<file path="config.mk">
export PLATFORM = sky130hd
export DESIGN_NAME = sky_color_gradient_flat
export DESIGN_NICKNAME = d
export VERILOG_FILES = /design/src/rtl/core/scg_pkg.sv /design/src/rtl/core/scg_angle_if.sv /design/src/rtl/core/scg_color_if.sv /design/src/rtl/core/sky_color_gradient.sv /design/src/rtl/core/scg_wrap.sv /design/src/rtl/core/scg_select.sv /design/src/rtl/core/scg_blend.sv /design/src/flat_wrapper.sv
export SDC_FILE = /design/constraint.sdc
export NUM_CORES = 2
export LEC_CHECK = 0
export BUFFER_PORTS_ARGS = -buffer_cell sky130_fd_sc_hd__buf_4
export CAP_MARGIN = 0
export CORE_UTILIZATION = 60
export CTS_CLUSTER_SIZE = 40
export DETAILED_ROUTE_END_ITERATION = 16
export GPL_TIMING_DRIVEN = 0
export PLACE_DENSITY_LB_ADDON = 0.08
export SYNTH_ARGS = -nofsm -noshare
export SYNTH_HDL_FRONTEND = slang
export SYNTH_HIERARCHICAL = 1
export SYNTH_SLANG_ARGS = --single-unit
export TNS_END_PERCENT = 30
</file>
<file path="constraint.sdc">
create_clock -name i_clk -period 10.08 [get_ports i_clk]
set_input_delay 1.512 -clock i_clk [delete_from_list [all_inputs] [get_ports i_clk]]
set_output_delay 1.512 -clock i_clk [all_outputs]
set_load 0.02 [all_outputs]
</file>
<file path="src/rtl/core/scg_pkg.sv">
`timescale 1ns / 1ps

package scg_pkg;

    localparam int ANGLE_W         = 16;
    localparam int CH_W            = 8;
    localparam int N_CH            = 4;
    localparam int COLOR_W         = CH_W * N_CH;
    localparam int ANGLE_FRAC_BITS = 4;

    // angles in 1/2^ANGLE_FRAC_BITS degree
    localparam int FULL_TURN = 360 << ANGLE_FRAC_BITS;
    localparam int SEG_LEN   = 30 << ANGLE_FRAC_BITS;
    localparam int DAY_LO    = 30 << ANGLE_FRAC_BITS;
    localparam int DAY_HI    = 150 << ANGLE_FRAC_BITS;
    localparam int DUSK_MID  = 180 << ANGLE_FRAC_BITS;
    localparam int NIGHT_LO  = 210 << ANGLE_FRAC_BITS;
    localparam int NIGHT_HI  = 330 << ANGLE_FRAC_BITS;

    // angle + 32768 + WRAP_OFS is a non-negative value congruent to angle
    localparam int WRAP_K   = (32768 + FULL_TURN - 1) / FULL_TURN;
    localparam int WRAP_OFS = WRAP_K * FULL_TURN - 32768;
    localparam int U_MAX    = 65535 + WRAP_OFS;
    localparam int U_W      = $clog2(U_MAX + 1);
    localparam int Q_W      = $clog2(U_MAX / FULL_TURN + 1);
    localparam int M_W      = $clog2(FULL_TURN);
    localparam int OFF_W    = $clog2(SEG_LEN);

    // floor(u / FULL_TURN) = (u * Q_RECIP) >> Q_SH for all u <= U_MAX
    localparam int    Q_SH    = $clog2(64'(U_MAX + 1) * 64'(FULL_TURN));
    localparam longint Q_RECIP = (64'd1 << Q_SH) / FULL_TURN + 1;
    localparam int    R_W     = $clog2(Q_RECIP + 1);

    // blend numerator and rounding divide by SEG_LEN
    localparam int    X_MAX   = 255 * SEG_LEN + SEG_LEN / 2;
    localparam int    NUM_W   = $clog2(X_MAX + 1);
    localparam int    SUM_W   = CH_W + OFF_W + 3;
    localparam int    D_SH    = $clog2(64'(X_MAX + 1) * 64'(SEG_LEN));
    localparam longint D_RECIP = (64'd1 << D_SH) / SEG_LEN + 1;
    localparam int    DR_W    = $clog2(D_RECIP + 1);

    // register map
    localparam int         ADDR_W    = 4;
    localparam int         DATA_W    = 32;
    localparam logic [1:0] REG_DAY   = 2'd0;
    localparam logic [1:0] REG_NIGHT = 2'd1;
    localparam logic [1:0] REG_DAWN  = 2'd2;

    localparam logic [COLOR_W-1:0] DAY_RST   = 32'h87CE_EBFF;
    localparam logic [COLOR_W-1:0] NIGHT_RST = 32'h1919_70FF;
    localparam logic [COLOR_W-1:0] DAWN_RST  = 32'hFA80_72FF;

    typedef struct packed {
        logic [COLOR_W-1:0] s_color;
        logic [COLOR_W-1:0] e_color;
        logic [OFF_W-1:0]   off;
    } t_sel_beat;

endpackage

</file>
<file path="src/rtl/core/scg_angle_if.sv">
`timescale 1ns / 1ps

interface scg_angle_if;
    logic                        valid;
    logic                        ready;
    logic [scg_pkg::ANGLE_W-1:0] angle;

    modport source (output valid, output angle, input ready);
    modport sink   (input valid, input angle, output ready);
endinterface

</file>
<file path="src/rtl/core/scg_color_if.sv">
`timescale 1ns / 1ps

interface scg_color_if;
    logic                     valid;
    logic                     ready;
    logic [scg_pkg::CH_W-1:0] red;
    logic [scg_pkg::CH_W-1:0] green;
    logic [scg_pkg::CH_W-1:0] blue;
    logic [scg_pkg::CH_W-1:0] alpha;

    modport source (output valid, output red, output green, output blue, output alpha,
                    input ready);
    modport sink   (input valid, input red, input green, input blue, input alpha,
                    output ready);
endinterface

</file>
<file path="src/rtl/core/sky_color_gradient.sv">
`timescale 1ns / 1ps

// channel   dir   kind   payload
// i_angle   in    v/r    angle, signed 16 bits, 1/16 degree
// o_color   out   v/r    red, green, blue, alpha, 8 bits each
// apb       in    apb    day_color @0x0, night_color @0x4, dawn_color @0x8
//
// six register stages: bias, reciprocal multiply, wrap subtract, segment select,
// blend multiply, rounding divide; a beat may enter every cycle while the
// pipeline is not held. one beat out per beat in.
// reset is synchronous: pipeline valid bits clear, colors take their defaults.
// the whole pipeline holds while a finished beat waits on o_color.ready.

module sky_color_gradient (
    input  logic                        i_clk,
    input  logic                        i_rst_n,
    scg_angle_if.sink                   i_angle,
    scg_color_if.source                 o_color,
    input  logic                        psel,
    input  logic                        penable,
    input  logic                        pwrite,
    input  logic [scg_pkg::ADDR_W-1:0]  paddr,
    input  logic [scg_pkg::DATA_W-1:0]  pwdata,
    output logic [scg_pkg::DATA_W-1:0]  prdata,
    output logic                        pready
);

    logic [scg_pkg::COLOR_W-1:0] r_day, r_night, r_dawn;

    logic                    w_en;
    logic                    w_wrap_v;
    logic [scg_pkg::M_W-1:0] w_m;
    logic                    w_sel_v;
    scg_pkg::t_sel_beat      w_sel;
    logic                    w_wr;
    logic [1:0]              w_idx;

    assign pready = 1'b1;
    assign w_wr   = psel && penable && pwrite && pready;
    assign w_idx  = paddr[3:2];

    always_ff @(posedge i_clk) begin
        if (!i_rst_n) begin
            r_day   <= scg_pkg::DAY_RST;
            r_night <= scg_pkg::NIGHT_RST;
            r_dawn  <= scg_pkg::DAWN_RST;
        end else if (w_wr) begin
            case (w_idx)
                scg_pkg::REG_DAY:   r_day   <= pwdata;
                scg_pkg::REG_NIGHT: r_night <= pwdata;
                scg_pkg::REG_DAWN:  r_dawn  <= pwdata;
                default: ;
            endcase
        end
    end

    always_comb begin
        case (w_idx)
            scg_pkg::REG_DAY:   prdata = r_day;
            scg_pkg::REG_NIGHT: prdata = r_night;
            scg_pkg::REG_DAWN:  prdata = r_dawn;
            default:            prdata = '0;
        endcase
    end

    assign w_en          = !o_color.valid || o_color.ready;
    assign i_angle.ready = w_en;

    scg_wrap u_wrap (
        .i_clk   (i_clk),
        .i_rst_n (i_rst_n),
        .i_en    (w_en),
        .i_valid (i_angle.valid),
        .i_angle (i_angle.angle),
        .o_valid (w_wrap_v),
        .o_m     (w_m)
    );

    scg_select u_select (
        .i_clk   (i_clk),
        .i_rst_n (i_rst_n),
        .i_en    (w_en),
        .i_valid (w_wrap_v),
        .i_m     (w_m),
        .i_day   (r_day),
        .i_night (r_night),
        .i_dawn  (r_dawn),
        .o_valid (w_sel_v),
        .o_beat  (w_sel)
    );

    scg_blend u_blend (
        .i_clk   (i_clk),
        .i_rst_n (i_rst_n),
        .i_en    (w_en),
        .i_valid (w_sel_v),
        .i_beat  (w_sel),
        .o_valid (o_color.valid),
        .o_red   (o_color.red),
        .o_green (o_color.green),
        .o_blue  (o_color.blue),
        .o_alpha (o_color.alpha)
    );

    a_wrap_range: assert property (@(posedge i_clk) disable iff (!i_rst_n)
        w_wrap_v |-> (w_m < scg_pkg::M_W'(scg_pkg::FULL_TURN)))
        else $error("wrapped angle out of range");

    a_off_range: assert property (@(posedge i_clk) disable iff (!i_rst_n)
        w_sel_v |-> (w_sel.off < scg_pkg::OFF_W'(scg_pkg::SEG_LEN)))
        else $error("segment offset out of range");

    a_sel_hold: assert property (@(posedge i_clk) disable iff (!i_rst_n)
        (w_sel_v && !w_en) |=> (w_sel_v && $stable(w_sel)))
        else $error("select stage changed during stall");

endmodule

</file>
<file path="src/rtl/core/scg_wrap.sv">
`timescale 1ns / 1ps

module scg_wrap (
    input  logic                        i_clk,
    input  logic                        i_rst_n,
    input  logic                        i_en,
    input  logic                        i_valid,
    input  logic [scg_pkg::ANGLE_W-1:0] i_angle,
    output logic                        o_valid,
    output logic [scg_pkg::M_W-1:0]     o_m
);

    logic                    r_v1, r_v2, r_v3;
    logic [scg_pkg::U_W-1:0] r_u1, r_u2;
    logic [scg_pkg::Q_W-1:0] r_q2;
    logic [scg_pkg::M_W-1:0] r_m3;

    logic [scg_pkg::U_W-1:0]              n_u1;
    logic [scg_pkg::U_W+scg_pkg::R_W-1:0] n_prod;
    logic [scg_pkg::Q_W-1:0]              n_q2;
    logic [scg_pkg::U_W-1:0]              n_diff;
    logic [scg_pkg::M_W-1:0]              n_m3;

    always_comb begin
        // flipping the sign bit adds 32768
        n_u1   = scg_pkg::U_W'({~i_angle[scg_pkg::ANGLE_W-1], i_angle[scg_pkg::ANGLE_W-2:0]})
                 + scg_pkg::U_W'(scg_pkg::WRAP_OFS);
        n_prod = (scg_pkg::U_W+scg_pkg::R_W)'(r_u1)
                 * (scg_pkg::U_W+scg_pkg::R_W)'(scg_pkg::Q_RECIP);
        n_q2   = scg_pkg::Q_W'(n_prod >> scg_pkg::Q_SH);
        n_diff = r_u2 - scg_pkg::U_W'(scg_pkg::U_W'(r_q2) * scg_pkg::U_W'(scg_pkg::FULL_TURN));
        n_m3   = scg_pkg::M_W'(n_diff);
    end

    always_ff @(posedge i_clk) begin
        if (!i_rst_n) begin
            r_v1 <= 1'b0;
            r_v2 <= 1'b0;
            r_v3 <= 1'b0;
        end else if (i_en) begin
            r_v1 <= i_valid;
            r_v2 <= r_v1;
            r_v3 <= r_v2;
        end
    end

    always_ff @(posedge i_clk) begin
        if (i_en) begin
            r_u1 <= n_u1;
            r_u2 <= r_u1;
            r_q2 <= n_q2;
            r_m3 <= n_m3;
        end
    end

    assign o_valid = r_v3;
    assign o_m     = r_m3;

endmodule

</file>
<file path="src/rtl/core/scg_select.sv">
`timescale 1ns / 1ps

module scg_select (
    input  logic                        i_clk,
    input  logic                        i_rst_n,
    input  logic                        i_en,
    input  logic                        i_valid,
    input  logic [scg_pkg::M_W-1:0]     i_m,
    input  logic [scg_pkg::COLOR_W-1:0] i_day,
    input  logic [scg_pkg::COLOR_W-1:0] i_night,
    input  logic [scg_pkg::COLOR_W-1:0] i_dawn,
    output logic                        o_valid,
    output scg_pkg::t_sel_beat          o_beat
);

    logic               r_v;
    scg_pkg::t_sel_beat r_beat;
    scg_pkg::t_sel_beat n_beat;

    always_comb begin
        n_beat.s_color = i_day;
        n_beat.e_color = i_day;
        n_beat.off     = '0;
        if (i_m >= scg_pkg::M_W'(scg_pkg::DAY_LO) && i_m < scg_pkg::M_W'(scg_pkg::DAY_HI)) begin
            n_beat.s_color = i_day;
            n_beat.e_color = i_day;
        end else if (i_m >= scg_pkg::M_W'(scg_pkg::NIGHT_LO)
                     && i_m < scg_pkg::M_W'(scg_pkg::NIGHT_HI)) begin
            n_beat.s_color = i_night;
            n_beat.e_color = i_night;
        end else if (i_m < scg_pkg::M_W'(scg_pkg::DAY_LO)) begin
            n_beat.s_color = i_dawn;
            n_beat.e_color = i_day;
            n_beat.off     = scg_pkg::OFF_W'(i_m);
        end else if (i_m < scg_pkg::M_W'(scg_pkg::DUSK_MID)) begin
            n_beat.s_color = i_day;
            n_beat.e_color = i_dawn;
            n_beat.off     = scg_pkg::OFF_W'(i_m - scg_pkg::M_W'(scg_pkg::DAY_HI));
        end else if (i_m < scg_pkg::M_W'(scg_pkg::NIGHT_LO)) begin
            n_beat.s_color = i_dawn;
            n_beat.e_color = i_night;
            n_beat.off     = scg_pkg::OFF_W'(i_m - scg_pkg::M_W'(scg_pkg::DUSK_MID));
        end else begin
            n_beat.s_color = i_night;
            n_beat.e_color = i_dawn;
            n_beat.off     = scg_pkg::OFF_W'(i_m - scg_pkg::M_W'(scg_pkg::NIGHT_HI));
        end
    end

    always_ff @(posedge i_clk) begin
        if (!i_rst_n) begin
            r_v <= 1'b0;
        end else if (i_en) begin
            r_v <= i_valid;
        end
    end

    always_ff @(posedge i_clk) begin
        if (i_en) begin
            r_beat <= n_beat;
        end
    end

    assign o_valid = r_v;
    assign o_beat  = r_beat;

endmodule

</file>
<file path="src/rtl/core/scg_blend.sv">
`timescale 1ns / 1ps

module scg_blend (
    input  logic                     i_clk,
    input  logic                     i_rst_n,
    input  logic                     i_en,
    input  logic                     i_valid,
    input  scg_pkg::t_sel_beat       i_beat,
    output logic                     o_valid,
    output logic [scg_pkg::CH_W-1:0] o_red,
    output logic [scg_pkg::CH_W-1:0] o_green,
    output logic [scg_pkg::CH_W-1:0] o_blue,
    output logic [scg_pkg::CH_W-1:0] o_alpha
);

    logic                      r_va, r_vb;
    logic [scg_pkg::NUM_W-1:0] r_num [scg_pkg::N_CH];
    logic [scg_pkg::CH_W-1:0]  r_ch  [scg_pkg::N_CH];

    logic [scg_pkg::CH_W-1:0]                n_sc   [scg_pkg::N_CH];
    logic [scg_pkg::CH_W-1:0]                n_ec   [scg_pkg::N_CH];
    logic signed [scg_pkg::CH_W:0]           n_diff [scg_pkg::N_CH];
    logic signed [scg_pkg::SUM_W-1:0]        n_prod [scg_pkg::N_CH];
    logic [scg_pkg::NUM_W-1:0]               n_base [scg_pkg::N_CH];
    logic signed [scg_pkg::SUM_W-1:0]        n_sum  [scg_pkg::N_CH];
    logic [scg_pkg::NUM_W-1:0]               n_x    [scg_pkg::N_CH];
    logic [scg_pkg::NUM_W+scg_pkg::DR_W-1:0] n_y    [scg_pkg::N_CH];
    logic [scg_pkg::CH_W-1:0]                n_ch   [scg_pkg::N_CH];

    // stage a: start*seg + (end-start)*off, red in the top byte
    always_comb begin
        for (int k = 0; k < scg_pkg::N_CH; k++) begin
            n_sc[k]   = i_beat.s_color[scg_pkg::COLOR_W-1-scg_pkg::CH_W*k -: scg_pkg::CH_W];
            n_ec[k]   = i_beat.e_color[scg_pkg::COLOR_W-1-scg_pkg::CH_W*k -: scg_pkg::CH_W];
            n_diff[k] = $signed({1'b0, n_ec[k]}) - $signed({1'b0, n_sc[k]});
            n_prod[k] = scg_pkg::SUM_W'(n_diff[k]) * $signed(scg_pkg::SUM_W'(i_beat.off));
            n_base[k] = scg_pkg::NUM_W'(n_sc[k]) * scg_pkg::NUM_W'(scg_pkg::SEG_LEN);
            n_sum[k]  = $signed(scg_pkg::SUM_W'(n_base[k])) + n_prod[k];
        end
    end

    // stage b: round to nearest, divide by segment length via reciprocal
    always_comb begin
        for (int k = 0; k < scg_pkg::N_CH; k++) begin
            n_x[k]  = r_num[k] + scg_pkg::NUM_W'(scg_pkg::SEG_LEN / 2);
            n_y[k]  = (scg_pkg::NUM_W+scg_pkg::DR_W)'(n_x[k])
                      * (scg_pkg::NUM_W+scg_pkg::DR_W)'(scg_pkg::D_RECIP);
            n_ch[k] = scg_pkg::CH_W'(n_y[k] >> scg_pkg::D_SH);
        end
    end

    always_ff @(posedge i_clk) begin
        if (!i_rst_n) begin
            r_va <= 1'b0;
            r_vb <= 1'b0;
        end else if (i_en) begin
            r_va <= i_valid;
            r_vb <= r_va;
        end
    end

    always_ff @(posedge i_clk) begin
        if (i_en) begin
            for (int k = 0; k < scg_pkg::N_CH; k++) begin
                r_num[k] <= scg_pkg::NUM_W'(n_sum[k]);
                r_ch[k]  <= n_ch[k];
            end
        end
    end

    assign o_valid = r_vb;
    assign o_red   = r_ch[0];
    assign o_green = r_ch[1];
    assign o_blue  = r_ch[2];
    assign o_alpha = r_ch[3];

endmodule
</file>
<file path="src/flat_wrapper.sv">
// flat-port wrapper written by rule: the top's interface ports become plain ports
module sky_color_gradient_flat 
  (i_clk, i_rst_n, psel, penable, pwrite, paddr, pwdata, prdata, pready, i_angle_valid, i_angle_angle, i_angle_ready, o_color_valid, o_color_red, o_color_green, o_color_blue, o_color_alpha, o_color_ready);
  scg_angle_if i_angle_i ();
  scg_color_if o_color_i ();
  input  logic i_clk;
  input  logic i_rst_n;
  input  logic psel;
  input  logic penable;
  input  logic pwrite;
  input  logic [scg_pkg::ADDR_W-1:0] paddr;
  input  logic [scg_pkg::DATA_W-1:0] pwdata;
  output logic [scg_pkg::DATA_W-1:0] prdata;
  output logic pready;
  input wire logic [$bits(i_angle_i.valid)-1:0] i_angle_valid;
  input wire logic [$bits(i_angle_i.angle)-1:0] i_angle_angle;
  output wire logic [$bits(i_angle_i.ready)-1:0] i_angle_ready;
  output wire logic [$bits(o_color_i.valid)-1:0] o_color_valid;
  output wire logic [$bits(o_color_i.red)-1:0] o_color_red;
  output wire logic [$bits(o_color_i.green)-1:0] o_color_green;
  output wire logic [$bits(o_color_i.blue)-1:0] o_color_blue;
  output wire logic [$bits(o_color_i.alpha)-1:0] o_color_alpha;
  input wire logic [$bits(o_color_i.ready)-1:0] o_color_ready;
  assign i_angle_i.valid = i_angle_valid;
  assign i_angle_i.angle = i_angle_angle;
  assign i_angle_ready = i_angle_i.ready;
  assign o_color_valid = o_color_i.valid;
  assign o_color_red = o_color_i.red;
  assign o_color_green = o_color_i.green;
  assign o_color_blue = o_color_i.blue;
  assign o_color_alpha = o_color_i.alpha;
  assign o_color_i.ready = o_color_ready;
  sky_color_gradient u_core (.i_clk(i_clk), .i_rst_n(i_rst_n), .i_angle(i_angle_i), .o_color(o_color_i), .psel(psel), .penable(penable), .pwrite(pwrite), .paddr(paddr), .pwdata(pwdata), .prdata(prdata), .pready(pready));
endmodule
</file>
==> results.cfg <==
[setup_path]
cp.required_ns = 10.40
crit_path_max_fanout = 9
worst_setup_path_end_kind = flip-flop
reg2reg_from = u_core/u_select/o_beat[43]
r2r-end = u_core/u_blend/r_num[3][15]
reg2reg_depth = 25
worstPathArrival_ns = 7.85
worstSetupStartpointType = flip-flop
r2r_slack_ns = 2.55
cp-startpoint = u_core/u_select/o_beat[43]
critPathKind = reg -> reg

[global_route]
grt_pass1_wl_mm = 172
grt_max_degree = 69
antenna_found_initial = 1
grt-ovfl-total = 0
grt_pass1_vias = 33400
track_usage_pct = 27.4

[route]
drc_errors = 0
ant_nets = 0
drt-pass1-iter-count = 5
num_vias = 32200
wl_per_cell_um = 17.5
drtIter0Drc = 1564
drt-total-wl_mm = 103
avgViaCountPerCell = 5.46

[yosys]
synth.mux.area_fraction_pct = 2.72
yosysUniqueCellTypes = 100
synth_edf_count = 220
synth_compound_area_share_pct = 7.61
avgSynthCellArea_um2 = 9.93
yosysSeqAreaShare_pct = 18.6
async_reset_ff_share_pct = 0
synth_simple_gate_area_share_pct = 11.4
synth_ff_type = edfxtp_1
syn_area_um2 = 46400
synth-seq-cells = 322
synth-adder-area-share_pct = 46.5
syn_inst = 4675
synth_warnings = 6
synth_top_family_by_area = adder cells
synth_nets = 6138
synth_xor_xnor_area_share_pct = 3.90

[clock_tree]
clock_latency_ns = 0.60
clk_pin_slew_ns = 0.06
htree_levels = 2
numCtsBuffers = 42
cts_tree = built
clock-sinks = 322
cts_hold_buf = 0
post_cts_buffers = 0
clock_tree.root_cell = clkbuf_16
cts_resized = 0
cts.path.max_buffers = 3

[timing]
setup_viol = 0
tightest_slew_ns = 0.980
hold_violations = 0
fmax_mhz = 133
post-route-period-util_pct = 74.7
rsz0062_at_grt = no
slew_headroom_pct = 34.2
tns_ns = 0
finClkSkew_ns = 0.0344
finalMaxSlewViolations = 0
period_needed_ns = 7.53

[run_status]
status = finished, final reports clean

[floorplanning]
fp.dieW_um = 280
start_util_pct = 60.9
rows = 101
die_y_um = 280
dieArea_um2 = 78500
coreArea_um2 = 76200
boundaryPins = 126

[placement]
hpwlAfterDp_mm = 85.7
finalWeightedCongestion = 0.915
numPortBuffers = 120

[hold_path]
holdPathStages = 0
whs_endpoint = u_core/u_wrap/o_m[1]
hold_class = reg -> reg
hp-start = u_core/u_wrap/r_u2[1]

[final_layout]
multi_input_area_um2 = 33500
syn_to_final_growth_pct = 8.00
final_common_cell = inv_1
n_antenna_cell = 0
fin_nets = 6305
final_cell_mix = 1008 x inv_1, 871 x ha_1, 533 x fa_1
seqCellArea_um2 = 8650
n_fill_cell = 6280
layout-drive-gt1-share_pct = 7.14

[flow_run]
max-cap-violations = 0
area by class of cell:
class                   count  area share [%]
multi-input cells        3237            66.7
flip-flops and latches    322            17.2
inverters                1009            7.55
well taps                1030            2.57
clock buffers              53            2.21
repair buffers            123            1.96
plain buffers             107            1.09
clock inverters            20           0.646
per-layer routing:
| layer | track usage (%) | vias up | wire, um |
|---|---|---|---|
| met5 | 0 | - | 0 |
| met4 | 6.71 | 0 | 2320 |
| met3 | 2.90 | 141 | 4480 |
| met2 | 47.3 | 719 | 49600 |
| met1 | 36.8 | 15700 | 46900 |
| li1 | - | 15600 | - |
flip-flops by register name (all words and copies together) (netlist names), 13 cells and up:
signal / cells
u_core/u_select/o_beat: 73
u_core/u_blend/r_num: 68
u_core/r_dawn: 32
u_core/r_day: 32
u_core/r_night: 32
u_core/u_blend/r_ch: 32
u_core/u_wrap/r_u1: 17
u_core/u_wrap/o_m: 13
u_core/u_wrap/r_u2: 13
worst max-delay path by stage:
stage	to	slack [ns]	cells past startpoint
final	u_core/u_blend/r_num[3][15]	2.55	25
after detailed placement	u_core/u_blend/r_num[1][15]	2.60	24
after global placement	i_angle_ready	-1.89	3
after global routing	u_core/u_blend/r_num[0][15]	2.07	26
after CTS	u_core/u_blend/r_num[2][15]	2.57	26
after floorplan	i_angle_ready	1.44	1
critical path, cell delays in order, from the launching register on:
cell and delay (ns):
edfxtp_1 0.65, inv_1 0.09, ha_1 0.35, o21ai_0 0.14, a21boi_0 0.30, o21ai_0 0.15, a21boi_1 0.23, o21ai_1 0.10
a21boi_1 0.56, or3b_2 0.26, fa_1 0.44, fa_1 0.54, inv_1 0.05, fa_1 0.51, fa_1 0.55, inv_1 0.06
fa_1 0.53, inv_1 0.04, ha_1 0.32, a21oi_1 0.25, o21bai_1 0.09, a21oi_1 0.23, o21bai_1 0.09, a21oi_1 0.28
nor4bb_1 0.10, a311o_1 0.33
cell usage after synthesis (48+ instances only):
master / number / area (um^2)
a21oi_1: 95 / 475
nor3_1: 48 / 240
xnor2_1: 153 / 1340
dfxtp_1: 102 / 2040
inv_1: 1008 / 3780
ha_1: 871 / 10900
clkbuf_1: 56 / 210
nor2b_1: 49 / 307
fa_1: 533 / 10700
nor2_1: 193 / 724
or2_2: 55 / 344
nand2_1: 271 / 1020
xor2_1: 54 / 473
o21ai_0: 105 / 526
nand2b_1: 68 / 425
mux2i_1: 126 / 1260
edfxtp_1: 220 / 6610
and2_1: 116 / 726
through the flow:
step | setup WS [ns] | util (%) | std cells | area [um^2] | hold slack [ns]
finish | 2.55 | 65.8 | 5901 | 50100 | 0.415
global route | 2.07 | 65.8 | 5901 | 50100 | 0.414
CTS | 2.57 | 65.8 | 5901 | 50100 | 0.414
detailed placement | 2.60 | 63.9 | 5828 | 48700 | 0.405
global placement | -1.89 | 63.8 | 5825 | 48600 | 0.401
floorplan | 1.44 | - | 4675 | 46400 | 0.400
cell families (layout without fill, tap and decap cells):
kind of cell / after synthesis / count (layout)
other: 1 / 1
AO/OA/AOI/OAI: 496 / 496
XOR/XNOR: 207 / 207
adder cells (fa/ha/maj): 1404 / 1404
flip-flops: 322 / 322
multiplexers: 126 / 126
AND/OR/NAND/NOR: 1003 / 1003
buffers and inverters: 1116 / 1312
Power is left out: the tool's default activity adds up to more than one toggle a clock period on the data nets, which glitch-free logic cannot reach.
